[src/hw/rtl/mse_pkg.sv]
// Shared types and defaults for the merge sort engine.
// Used by the controller, the datapath and the top level.
package mse_pkg;

  localparam int MSE_CAPACITY   = 64;
  localparam int MSE_DATA_WIDTH = 32;

  // Controller states
  typedef enum logic [2:0] {
    ST_LOAD,
    ST_SETUP,
    ST_MERGE,
    ST_EMIT_RD,
    ST_EMIT_WR
  } mse_state_t;

  // Commands from controller to datapath
  typedef struct packed {
    logic accept;     // input item taken this cycle
    logic start;      // accepted item is the last of the set
    logic setup;      // initialise pointers for a new pass
    logic step;       // merge one element
    logic emit_addr;  // read port 0 follows the emit index
    logic emit_load;  // load the output register
  } mse_cmd_t;

  // Status from datapath to controller
  typedef struct packed {
    logic store_empty;  // no element held yet
    logic pass_end;     // this step writes the final element of the pass
    logic last_pass;    // the current pass is the final one
    logic emit_last;    // the emit index points at the final element
    logic out_free;     // output register can take an item this cycle
  } mse_status_t;

endpackage

[src/hw/rtl/mse_controller.sv]
// Sequencer for the merge sort engine: load, merge passes, emission.
// Depends on mse_pkg for state, command and status types.
module mse_controller (
  input  logic                clk,
  input  logic                rst,
  input  logic                in_valid,
  input  logic                is_last,
  input  mse_pkg::mse_status_t status,
  output mse_pkg::mse_cmd_t    cmd,
  output logic                in_stall
);
  import mse_pkg::*;

  mse_state_t state, state_next;

  // State register
  always_ff @(posedge clk) begin
    if (rst) begin
      state <= ST_LOAD;
    end else begin
      state <= state_next;
    end
  end

  // Next state
  always_comb begin
    state_next = state;
    unique case (state)
      ST_LOAD: begin
        if (in_valid && is_last) begin
          state_next = status.store_empty ? ST_EMIT_RD : ST_SETUP;
        end
      end
      ST_SETUP: begin
        state_next = ST_MERGE;
      end
      ST_MERGE: begin
        if (status.pass_end) begin
          state_next = status.last_pass ? ST_EMIT_RD : ST_SETUP;
        end
      end
      ST_EMIT_RD: begin
        state_next = ST_EMIT_WR;
      end
      ST_EMIT_WR: begin
        if (status.out_free) begin
          state_next = status.emit_last ? ST_LOAD : ST_EMIT_RD;
        end
      end
      default: begin
        state_next = ST_LOAD;
      end
    endcase
  end

  // Outputs
  always_comb begin
    cmd      = '0;
    in_stall = 1'b1;
    unique case (state)
      ST_LOAD: begin
        in_stall   = 1'b0;
        cmd.accept = in_valid;
        cmd.start  = in_valid && is_last;
      end
      ST_SETUP: begin
        cmd.setup = 1'b1;
      end
      ST_MERGE: begin
        cmd.step = 1'b1;
      end
      ST_EMIT_RD: begin
        cmd.emit_addr = 1'b1;
      end
      ST_EMIT_WR: begin
        cmd.emit_addr = 1'b1;
        cmd.emit_load = status.out_free;
      end
      default: begin
        cmd = '0;
      end
    endcase
  end

endmodule

[config.mk]
export PLATFORM = sky130hd
export DESIGN_NAME = mse_controller
export DESIGN_NICKNAME = d
export VERILOG_FILES = /design/src/hw/rtl/mse_pkg.sv /design/src/hw/rtl/mse_controller.sv
export SDC_FILE = /design/constraint.sdc
export NUM_CORES = 1
export LEC_CHECK = 0
export ABC_CLOCK_PERIOD_IN_PS = 2600
export BUFFER_PORTS_ARGS = -buffer_cell sky130_fd_sc_hd__buf_2
export CAP_MARGIN = 20
export CELL_PAD_IN_SITES_DETAIL_PLACEMENT = 1
export CELL_PAD_IN_SITES_GLOBAL_PLACEMENT = 2
export CORE_MARGIN = 2
export CORE_UTILIZATION = 18
export CTS_CLUSTER_SIZE = 40
export DETAILED_ROUTE_END_ITERATION = 8
export PLACE_DENSITY = 0.72
export SKIP_CTS_REPAIR_TIMING = 1
export SYNTH_ARGS = -nofsm -noshare
export SYNTH_HDL_FRONTEND = slang
export SYNTH_SLANG_ARGS = --single-unit
[constraint.sdc]
create_clock -name clk -period 2.6 [get_ports clk]
set_input_delay 0.26 -clock clk [delete_from_list [all_inputs] [get_ports clk]]
set_output_delay 0.26 -clock clk [all_outputs]
set_load 0.05 [all_outputs]
### Word level (Yosys, flattened, before mapping)

Cells that the tools add are included.

* register bits after elaboration: 3
* latch bits: 0
* RAM bits: 0
* bits in read-only memories: 0
* input bits: 9
* output and inout port bits: 7
* word-level logic and storage cells: 25
* memories kept: 0

* add/sub/neg operators: 0
* multipliers: 0
* div/mod/pow operators: 0
* magnitude comparators: 0
* equality and inequality tests: 7
* shift operators: 0
* mux-type cells: 13
* bitwise logic cells: 0
* reduce and logical (&&, ||, !) cells: 4

Operators with widths (count)
* $pmux 3 s5: 1
* $mux 3: 3
* $mux 2: 4
* $eq 3x2->1 const B: 2
* $ne 2x2->1 const B: 3
* $mux 1: 5
* $eq 3x1->1 const B: 1
* $eq 3x3->1 const B: 1
* $logic_not 3->1: 1
* $reduce_and 3->1: 1
* $reduce_or 2->1: 1
* $logic_and 1x1->1: 1

### Logic depth before layout (Yosys ltp)

Gate-level depths: netlist (run 1).

* depth after elaboration: 3
* mapped depth: 4
* mapped depth without buffers: 3

### Worst setup path before layout (run 1)

OpenSTA, ideal clock, no wires.

* path type: reg2out
* start point: register state[1]
* end point: output cmd[4] in the netlist's numbering
* arrival: 1786 ps
* data required time: 2340 ps
* slack: 554 ps
* cell stages (with the launch flop): 5
* path buffers: 1
* cells stage by stage: dfxtp_1 -> buf_2 -> nor2_1 -> nand2_1 -> nor2_1

RTL lines
* start, declared: line mse_controller.sv:14 `mse_state_t state, state_next;`
* start signal, assigned: line mse_controller.sv:21 `state <= state_next;`
* end, declared: line mse_controller.sv:9 `output mse_pkg::mse_cmd_t cmd,`

==> summary.txt, run 1 <==
Outcome
  • Outcome: finished clean

Synthesis
  • Top cell type's share of synthesized area: 25.67%
  • Primary FF master, synth: dfxtp_1
  • Post-Syn Area: 234.0 um^2
  • Synth Register Bits: 3
  • Async SR Flop Fraction: 0%
  • Netlist cell types: 17
  • EDFF count, synth: 0
  • Largest area contributor in the netlist: dfxtp_1
  • Top cells by area, synth: dfxtp_1 26%, nor3b_1 9.6%, nand2_1 8.0%, a21oi_1 6.4%, nand3b_1 6.4%
  • Synth Instances: 32
  • Top cells by count, synth: 5 x nand2_1, 3 x a21oi_1, 3 x dfxtp_1, 3 x nor2_1, 3 x nor3b_1
  • Syn. warnings: 0
  • Synth Area per Inst: 7.312 um^2
  • Synth Net Count: 41
  • Sequential share of the synthesized area: 25.67%
  • Top-count cell post-synth: nand2_1

Final layout
  • Register area: 60.06 um^2
  • Area of the multi-input gates: 148.9 um^2
  • Fillers: 152
  • N_diodes: 0
  • Synth-to-layout area growth: 41.71%
  • Biggest regs: state (3)
  • Biggest register: state
  • Layout cells sized above 1: 37.50%
  • Max reg flops: 3
  • # nets final: 58

Floorplan
  • Die H: 40.06 um
  • Area of the core: 1156 um^2
  • Initial core utilization: 20.24%
  • Std-Cell Rows: 12
  • Die Wd: 40.06 um
  • Die area: 1604 um^2
  • I/O Pins: 16

Clock tree
  • Num CTS Buffers: 3
  • Max clock buf depth: 2
  • Worst-path clk slew: 40 ps
  • CTS H-tree lvls: 1
  • CTS tree: done
  • Worst-Skew Late Latency: 230 ps
  • Clock sinks: 3
  • Root buffer cell: clkbuf_4

Critical path
  • Crit path launch type: flop
  • CP top delay family: simple AND/OR/NAND/NOR gates
  • R2r setup slk: 1360 ps
  • Setup CP Type: reg2out
  • Data arrival, critical path: 1390 ps
  • Worst R2R Path Depth: 3
  • Cell mode on critical path: nor2_1
  • Buf/Inv on CP: 1
  • Setup crit end kind: output pin
  • Slowest cell on the critical path: dfxtp_1
  • CP Max Fanout: 9
  • Max incr delay on CP: 370 ps
  • Worst r2r dst: state[1]
  • Critical-path cell list: nor2_1, nand2_1, nor2_1, buf_2
  • CP Data Required Time: 2340 ps
  • R2r startpoint: state[2]

Detailed routing
  • Via count: 285
  • Post-DRT Antenna Nets: 0
  • Final wirelength: 709 um
  • First DRT Iteration DRCs: 1
  • Drt via density: 4.597
  • Wire length per cell: 11.44 um
  • DR DRC count: 0
  • DR pass1 iterations: 2

Power
  • Leakage: 0.1632 nW
  • Peak VDD IR: 0.3045 mV
  • Cell Pwr Density: 748.4 nW/um^2

Timing
  • Final hold vios: 0
  • Min Clock Period, post-route: 1654 ps
  • RSZ-0062 raised after global routing: false
  • Final Skew: 9.482 ps
  • Relative slew slack: 76.31%
  • WHS: 211.5 ps
  • Worst-Margin Slew: 354.8 ps
  • Total negative slack: 0 ps
  • Setup violations, final: 0
  • FMAX: 0.6045 GHz
  • Tcrit/Tclk final: 63.62%
  • Final Slew Violations: 0

Global routing
  • GRT met1 Usage: 13.25%
  • Vias in the first global route: 290
  • Largest net degree at the start of global routing: 13
  • Met3 usage: 1.667%
  • Grt ovf: 0
  • Global-route met2 utilization: 19.35%
  • First-pass GRT wire length: 1207 um
  • GR peak layer: met2
  • Initial antenna violation count: 0
  • GRT Util Overall: 11.84%

Min path
  • Hold Startpoint: rst
  • Worst hold stages: 2
  • Min-Delay Endpoint: state[2]
  • Worst min path class: in2reg

Placed design
  • Gpl congestion: 0.7403
  • PortBufs: 15
  • Detailed placer's ending HPWL: 573.4 um

Flow run
  • Max_cap viols: 0
## worst max path at each step
stage              from      to  slack (ps)  cells past startpoint
2_1_floorplan  state[1]  cmd[4]         550                      4
3_3_place_gp   state[1]  cmd[4]        1240                      4
3_5_place_dp   state[1]  cmd[4]        1180                      4
4_1_cts        state[1]  cmd[4]         920                      4
5_1_grt        state[1]  cmd[4]         870                      4
6_report       state[1]  cmd[4]         950                      4
## cells by family (layout without fill, tap and decap cells)
kind of cell / Yosys count / in the layout / synth area share [%]
AOI/OAI and AO/OA: 6 / 6 / 16.04
DFF: 3 / 3 / 25.67
buffers and inverters: 4 / 20 / 10.69
and+or+nand+nor: 19 / 19 / 47.59
## cells in the final DEF, fill, tap and decap left out
master,n
o31ai_1,1
nand2_1,5
clkbuf_4,3
nor2_1,3
nor4_1,1
inv_1,1
a31oi_1,1
nor4bb_1,1
a21oi_1,3
nor3b_1,3
or4b_1,1
clkbuf_1,1
and3_1,2
o31a_1,1
buf_2,15
nand3_1,1
nand3b_1,2
dfxtp_1,3
## metal layers
layer | routed length (um) | part of all wire (%)
met3 | 27 | 3.8
met5 | 0 | 0
met2 | 363 | 51
met4 | 0 | 0
met1 | 317 | 45
## power breakdown
part           internal (W)  leakage [nW]  switching [W]
registers         0.0000514        0.0246      0.0000103
logic             0.0000290         0.124      0.0000748
clock network     0.0000576        0.0150      0.0000250
total              0.000138         0.163       0.000110
## metrics by stage
stage	instance area, um^2	power, W	cells	util, %	setup WS [ps]
floorplan	234.0	0.0001464	32	-	554.5
global placement	305.3	0.0001645	58	26.41	1240
detailed placement	305.3	0.0001671	58	26.41	1182
CTS	331.6	0.0002511	62	28.68	923.4
global route	331.6	0.0002647	62	28.68	874.5
finish	331.6	0.0002481	62	28.68	945.8
## worst reg2reg max path, stage by stage, from the launching register on
cell and delay [ps]:
dfxtp_1 400, or4b_1 550, o31ai_1 80, o31a_1 160
## area by class of cell
class,count,area share (%)
Clock buffer,4,7.925
Multi-Input combinational cell,25,44.91
Sequential cell,3,18.11
Tap cell,14,5.283
Timing Repair Buffer,15,22.64
Inverter,1,1.132
Power figures use the tool's default switching activity.
==> run 2: changes to the inputs <==
--- a/config.mk
+++ b/config.mk
@@ -5,16 +5,16 @@
 export SDC_FILE = /design/constraint.sdc
 export NUM_CORES = 1
 export LEC_CHECK = 0
-export ABC_CLOCK_PERIOD_IN_PS = 2600
+export ABC_CLOCK_PERIOD_IN_PS = 1700
 export BUFFER_PORTS_ARGS = -buffer_cell sky130_fd_sc_hd__buf_2
 export CAP_MARGIN = 20
 export CELL_PAD_IN_SITES_DETAIL_PLACEMENT = 1
 export CELL_PAD_IN_SITES_GLOBAL_PLACEMENT = 2
 export CORE_MARGIN = 2
-export CORE_UTILIZATION = 18
+export CORE_UTILIZATION = 17
 export CTS_CLUSTER_SIZE = 40
 export DETAILED_ROUTE_END_ITERATION = 8
-export PLACE_DENSITY = 0.72
+export PLACE_DENSITY = 0.69
 export SKIP_CTS_REPAIR_TIMING = 1
 export SYNTH_ARGS = -nofsm -noshare
 export SYNTH_HDL_FRONTEND = slang
==> constraint.sdc (replaced) <==
create_clock -name clk -period 1.7 [get_ports clk]
set_input_delay 0.17 -clock clk [delete_from_list [all_inputs] [get_ports clk]]
set_output_delay 0.17 -clock clk [all_outputs]
set_load 0.05 [all_outputs]
==> run 2 against run 1 <==
Die area rose by 5.3%. Worst hold slack got worse by 99 ps. Critical path type unchanged. Critical endpoint is now cmd[1]. First-iteration DRC count rose to 5.0 times the previous value. Clock power rose by 48%. Design area rose by 4.9%. Sequential share of layout area fell by 0.85 points. Largest cell class unchanged.
==> summary.txt, run 2 (same netlist as run 1, synthesis figures left out) <==
Outcome
  • Outcome: finished clean (unchanged)

Final layout
  • Max reg flops: 3 (unchanged)
  • N_diodes: 0 (unchanged)
  • Commonest non-fill, non-tap cell in the layout: buf_2 (unchanged)
  • Commonest non-fill, non-tap cells in the layout: 15 x buf_2, 5 x nand2_1, 3 x a21oi_1, 3 x clkbuf_4, 3 x dfxtp_1 (was 15 x buf_2, 5 x nand2_1)
  • # nets final: 58 (unchanged)
  • Biggest regs: state (3) (unchanged)
  • Final core occ: 26.73% (was 28.68%)
  • Fillers: 176 (was 152)
  • Synth-to-layout area growth: 48.66% (was 41.71%)
  • Layout cells sized above 1: 45.83% (was 37.50%)
  • Non-Filler Instances: 63 (was 62)
  • Biggest register: state (unchanged)

Timing
  • Tcrit/Tclk final: 89.22%
  • FMAX: 0.6593 GHz
  • Setup violations, final: 0 (unchanged)
  • RSZ-0062 raised after global routing: false (unchanged)
  • Worst-Margin Slew: 382.6 ps (was 354.8 ps)
  • Relative slew slack: 74.46% (was 76.31%)
  • Final Slew Violations: 0 (unchanged)
  • Min Clock Period, post-route: 1517 ps
  • Total negative slack: 0 ps (unchanged)
  • Final hold vios: 0 (unchanged)
  • WHS: 112.2 ps (was 211.5 ps)
  • Final Skew: 1.579 ps (was 9.482 ps)

Floorplan
  • Die H: 41.10 um (was 40.06 um)
  • I/O Pins: 16 (unchanged)
  • Initial core utilization: 17.98% (was 20.24%)
  • Area of the core: 1301 um^2 (was 1156 um^2)
  • Die Wd: 41.10 um (was 40.06 um)
  • Std-Cell Rows: 13 (was 12)
  • Die area: 1689 um^2 (was 1604 um^2)

Clock tree
  • Num CTS Buffers: 3 (unchanged)
  • Root buffer cell: clkbuf_4 (unchanged)
  • Clock sinks: 3 (unchanged)
  • CTS tree: done (unchanged)
  • Worst-Skew Late Latency: 230 ps (about the same)
  • Worst-path clk slew: 30 ps (was 40 ps)
  • Max clock buf depth: 2 (unchanged)
  • CTS H-tree lvls: 1 (unchanged)

Critical path
  • CP Max Fanout: 12 (was 9)
  • Worst r2r dst: state[1] (unchanged)
  • Setup crit end kind: output pin (unchanged)
  • CP Data Required Time: 1530 ps (was 2340 ps)
  • R2r setup slk: 440 ps (was 1360 ps)
  • R2r startpoint: state[2] (unchanged)
  • Crit path launch type: flop (unchanged)
  • Data arrival, critical path: 1350 ps (was 1390 ps)
  • Worst R2R Path Depth: 3 (unchanged)
  • Setup CP Type: reg2out (unchanged)

Global routing
  • First-pass GRT wire length: 952 um (was 1207 um)
  • Grt ovf: 0 (unchanged)
  • Initial antenna violation count: 0 (unchanged)
  • GRT Util Overall: 8.667% (was 11.84%)
  • Vias in the first global route: 228 (was 290)
  • Largest net degree at the start of global routing: 13 (unchanged)

Min path
  • Hold Startpoint: rst (unchanged)
  • Worst min path class: in2reg (unchanged)
  • Min-Delay Endpoint: state[2] (unchanged)
  • Worst hold stages: 2 (unchanged)

Placed design
  • PortBufs: 15 (unchanged)
  • Gpl congestion: 0.6140 (was 0.7403)
  • Placed insts: 59 (was 58)
  • Detailed placer's ending HPWL: 507.3 um (was 573.4 um)

Power
  • Reg power frac: 25.6% (was 24.9%)
  • Leakage: 0.1711 nW (was 0.1632 nW)
  • Cell Pwr Density: 1095 nW/um^2 (was 748.4 nW/um^2)
  • Peak VDD IR: 0.3088 mV (was 0.3045 mV)
  • Clk pwr share: 32.0% (was 33.3%)
  • Cell internal pwr: 0.0002144 W (was 0.0001380 W)
  • Psw: 0.0001664 W (was 0.0001101 W)
  • Sw frac: 43.70% (was 44.39%)
  • Combinational share of power: 42.4% (was 41.8%)

Detailed routing
  • Post-DRT Antenna Nets: 0 (unchanged)
  • DR DRC count: 0 (unchanged)
  • Drt via density: 4.556 (was 4.597)
  • Final wirelength: 602 um (was 709 um)
  • DR pass1 iterations: 3 (was 2)
  • First DRT Iteration DRCs: 5 (was 1)
  • Wire length per cell: 9.556 um (was 11.44 um)
  • Via count: 287 (was 285)

Flow run
  • Max_cap viols: 0 (unchanged)
-- run 2: worst max path at each step --
stage              from      to  slack, ps  depth (start not counted)
6_report       state[2]  cmd[1]        180                          4
5_1_grt        state[2]  cmd[1]         30                          4
4_1_cts        state[0]  cmd[4]        110                          4
3_5_place_dp   state[1]  cmd[4]        360                          4
3_3_place_gp   state[1]  cmd[4]        390                          4
2_1_floorplan  state[1]  cmd[4]        -50                          4
-- run 2: worst max-delay path, stage by stage (launching register included) --
cell and delay, ps:
dfxtp_1 540, inv_1 170, nand3_1 140, nand2_1 70, buf_2 210
-- run 2: per-stage QoR --
step / instance area [um^2] / total power [W] / worst slack [ps]
finish: 347.8 / 0.0003808 / 183.2
global route: 347.8 / 0.0004163 / 25.41
CTS: 345.3 / 0.0003882 / 113.5
detailed placement: 319.1 / 0.0002598 / 362.3
global placement: 319.1 / 0.0002593 / 386.0
floorplan: 246.5 / 0.0002293 / -50.20
-- run 2: layout make-up --
type | count | area [um^2] | area share [%]
tap | 15 | 18.77 | 5.396
sequential | 3 | 60.06 | 17.27
timing repair buffer | 15 | 75.07 | 21.58
multi-input combinational | 25 | 163.9 | 47.12
clock buffer | 4 | 26.28 | 7.554
inverter | 1 | 3.754 | 1.079
-- run 2: metal layers --
layer / global-route usage [%] / share of wire, %
met5: 0 / 0
met4: 2.419 / 0
met3: 4.891 / 9.0
met2: 11.33 / 40
met1: 11.86 / 51
-- run 2: power groups by stage --
stage                     Sequential (W)  Clock, W  Combinational [W]
after floorplan                0.0000818         0           0.000148
after global placement         0.0000975         0           0.000162
after detailed placement       0.0000976         0           0.000162
after CTS                      0.0000964  0.000129           0.000162
after global routing            0.000101  0.000141           0.000174
final                          0.0000976  0.000122           0.000161
==> run 3: changes to the inputs <==
--- a/config.mk
+++ b/config.mk
@@ -12,6 +12,7 @@
 export CELL_PAD_IN_SITES_GLOBAL_PLACEMENT = 2
 export CORE_MARGIN = 2
 export CORE_UTILIZATION = 17
+export CTS_BUF_LIST = sky130_fd_sc_hd__clkbuf_16
 export CTS_CLUSTER_SIZE = 40
 export DETAILED_ROUTE_END_ITERATION = 8
 export PLACE_DENSITY = 0.69
==> run 3 against run 2 <==
Total power is 65% higher. Flip-flop and latch count stayed put. Setup slack worse by 43 ps. Fmax is 2.8% lower. Register-to-register slack hardly changed. First-iteration DRC count is 100% lower. Non-clock buffer count stayed put. Critical endpoint is now cmd[4]. Largest power group is now clock.
==> summary.txt, run 3 (same netlist as run 1, synthesis figures left out) <==
Critical path
  • Setup CP Type: reg2out (unchanged)
  • Data arrival, critical path: 1390 ps (was 1350 ps)
  • Setup crit end kind: output pin (unchanged)
  • Crit path launch type: flop (unchanged)
  • CP Max Fanout: 9 (was 12)
  • CP Data Required Time: 1530 ps (about the same)

Final layout
  • Synth-to-layout area growth: 70.05% (was 48.66%)
  • Max reg flops: 3 (unchanged)
  • Biggest regs: state (3) (unchanged)
  • Post-route cell area: 397.9 um^2 (was 347.8 um^2)
  • Layout cells sized above 1: 43.75% (was 45.83%)
  • Biggest register: state (unchanged)
  • Commonest non-fill, non-tap cell in the layout: buf_2 (unchanged)
  • # nets final: 58 (unchanged)
  • Commonest non-fill, non-tap cells in the layout: 15 x buf_2, 5 x nand2_1, 3 x a21oi_1, 3 x clkbuf_16, 3 x dfxtp_1 (was 15 x buf_2, 5 x nand2_1, 3 x a21oi_1, 3 x clkbuf_4, 3 x dfxtp_1)
  • N_diodes: 0 (unchanged)

Global routing
  • Initial antenna violation count: 0 (unchanged)
  • Largest net degree at the start of global routing: 13 (unchanged)
  • Vias in the first global route: 229 (was 228)
  • GRT Util Overall: 9.222% (was 8.667%)
  • Grt ovf: 0 (unchanged)
  • First-pass GRT wire length: 972 um (was 952 um)

Clock tree
  • Clock sinks: 3 (unchanged)
  • Root buffer cell: clkbuf_16 (was clkbuf_4)
  • Worst-Skew Late Latency: 230 ps (about the same)
  • Max clock buf depth: 2 (unchanged)
  • CTS tree: done (unchanged)
  • Num CTS Buffers: 3 (unchanged)
  • CTS H-tree lvls: 1 (unchanged)
  • Worst-path clk slew: 30 ps (about the same)

Floorplan
  • Area of the core: 1301 um^2 (unchanged)
  • I/O Pins: 16 (unchanged)
  • Die H: 41.10 um (unchanged)
  • Die Wd: 41.10 um (unchanged)
  • Std-Cell Rows: 13 (unchanged)
  • Initial core utilization: 17.98% (unchanged)
  • Die area: 1689 um^2 (unchanged)

Timing
  • Worst-Margin Slew: 376.8 ps (was 382.6 ps)
  • Final Skew: 5.015 ps (was 1.579 ps)
  • Relative slew slack: 74.84% (was 74.46%)
  • Total negative slack: 0 ps (unchanged)
  • FMAX: 0.6410 GHz (was 0.6593 GHz)
  • Setup violations, final: 0 (unchanged)
  • Final hold vios: 0 (unchanged)
  • RSZ-0062 raised after global routing: false (unchanged)
  • Min Clock Period, post-route: 1560 ps (was 1517 ps)
  • Final Slew Violations: 0 (unchanged)
  • Tcrit/Tclk final: 91.77% (was 89.22%)

Placed design
  • Instance area at placement: 319.1 um^2 (unchanged)
  • Gpl congestion: 0.6140 (unchanged)
  • PortBufs: 15 (unchanged)
  • Detailed placer's ending HPWL: 507.3 um (unchanged)

Power
  • Cell Pwr Density: 1576 nW/um^2 (was 1095 nW/um^2)
  • Leakage: 0.1978 nW (was 0.1711 nW)
  • Peak VDD IR: 0.5122 mV (was 0.3088 mV)

Outcome
  • Outcome: finished clean (unchanged)

Detailed routing
  • Post-DRT Antenna Nets: 0 (unchanged)
  • DR DRC count: 0 (unchanged)
  • Drt via density: 4.603 (was 4.556)
  • Via count: 290 (was 287)
  • Wire length per cell: 10.17 um (was 9.556 um)
  • Final wirelength: 641 um (was 602 um)
  • First DRT Iteration DRCs: 0 (was 5)
  • DR pass1 iterations: 1 (was 3)

Flow run
  • Max_cap viols: 0 (unchanged)

Min path
  • Worst min path class: in2reg (unchanged)
run 3: final timing paths:
path | startpoint | to | slack, ps | depth (start not counted)
setup / recovery | state[1] | cmd[4] | 140 | 4
setup reg to reg | state[2] | state[1] | 450 | 3
hold reg to reg | state[1] | state[2] | 610 | 2
hold / removal | rst | state[2] | 120 | 2
run 3: per-layer routing:
metal / track usage [%] / part of all wire (%) / up-vias
met5: 0 / 0 / -
met4: 7.258 / 3.0 / 0
met3: 3.261 / 9.0 / 3
met2: 12.50 / 41 / 12
met1: 11.54 / 47 / 128
li1: - / - / 147
run 3: worst max-delay path, stage by stage (launching register included):
cell,delay (ps)
dfxtp_1,370
nor2_1,300
nand2_1,130
nor2_2,110
buf_2,260
run 3: per-stage QoR:
step | worst slack, ps | instances | total power [W] | hold WS, ps | utilization (%)
after floorplan | -50.20 | 32 | 0.0002293 | 239.1 | -
after global placement | 386.0 | 59 | 0.0002593 | 353.0 | 24.52
after detailed placement | 362.3 | 59 | 0.0002598 | 348.7 | 24.52
after CTS | 126.4 | 63 | 0.0006400 | 119.4 | 30.58
after global routing | 13.23 | 63 | 0.0006570 | 130.5 | 30.58
final | 139.9 | 63 | 0.0006272 | 120.9 | 30.58
run 3: area by class of cell:
type / instances / area (um^2)
multi-input cells: 25 / 161.4
inverters: 1 / 3.754
fillers: 168 / 903.4
well taps: 15 / 18.77
repair buffers: 15 / 75.07
clock buffers: 3 / 75.07
clock inverters: 1 / 3.754
flip-flops and latches: 3 / 60.06
run 3: report_power, final:
group | switching [W] | internal, W
clock network | 0.0000669 | 0.000304
logic | 0.000113 | 0.0000468
registers | 0.0000177 | 0.0000789
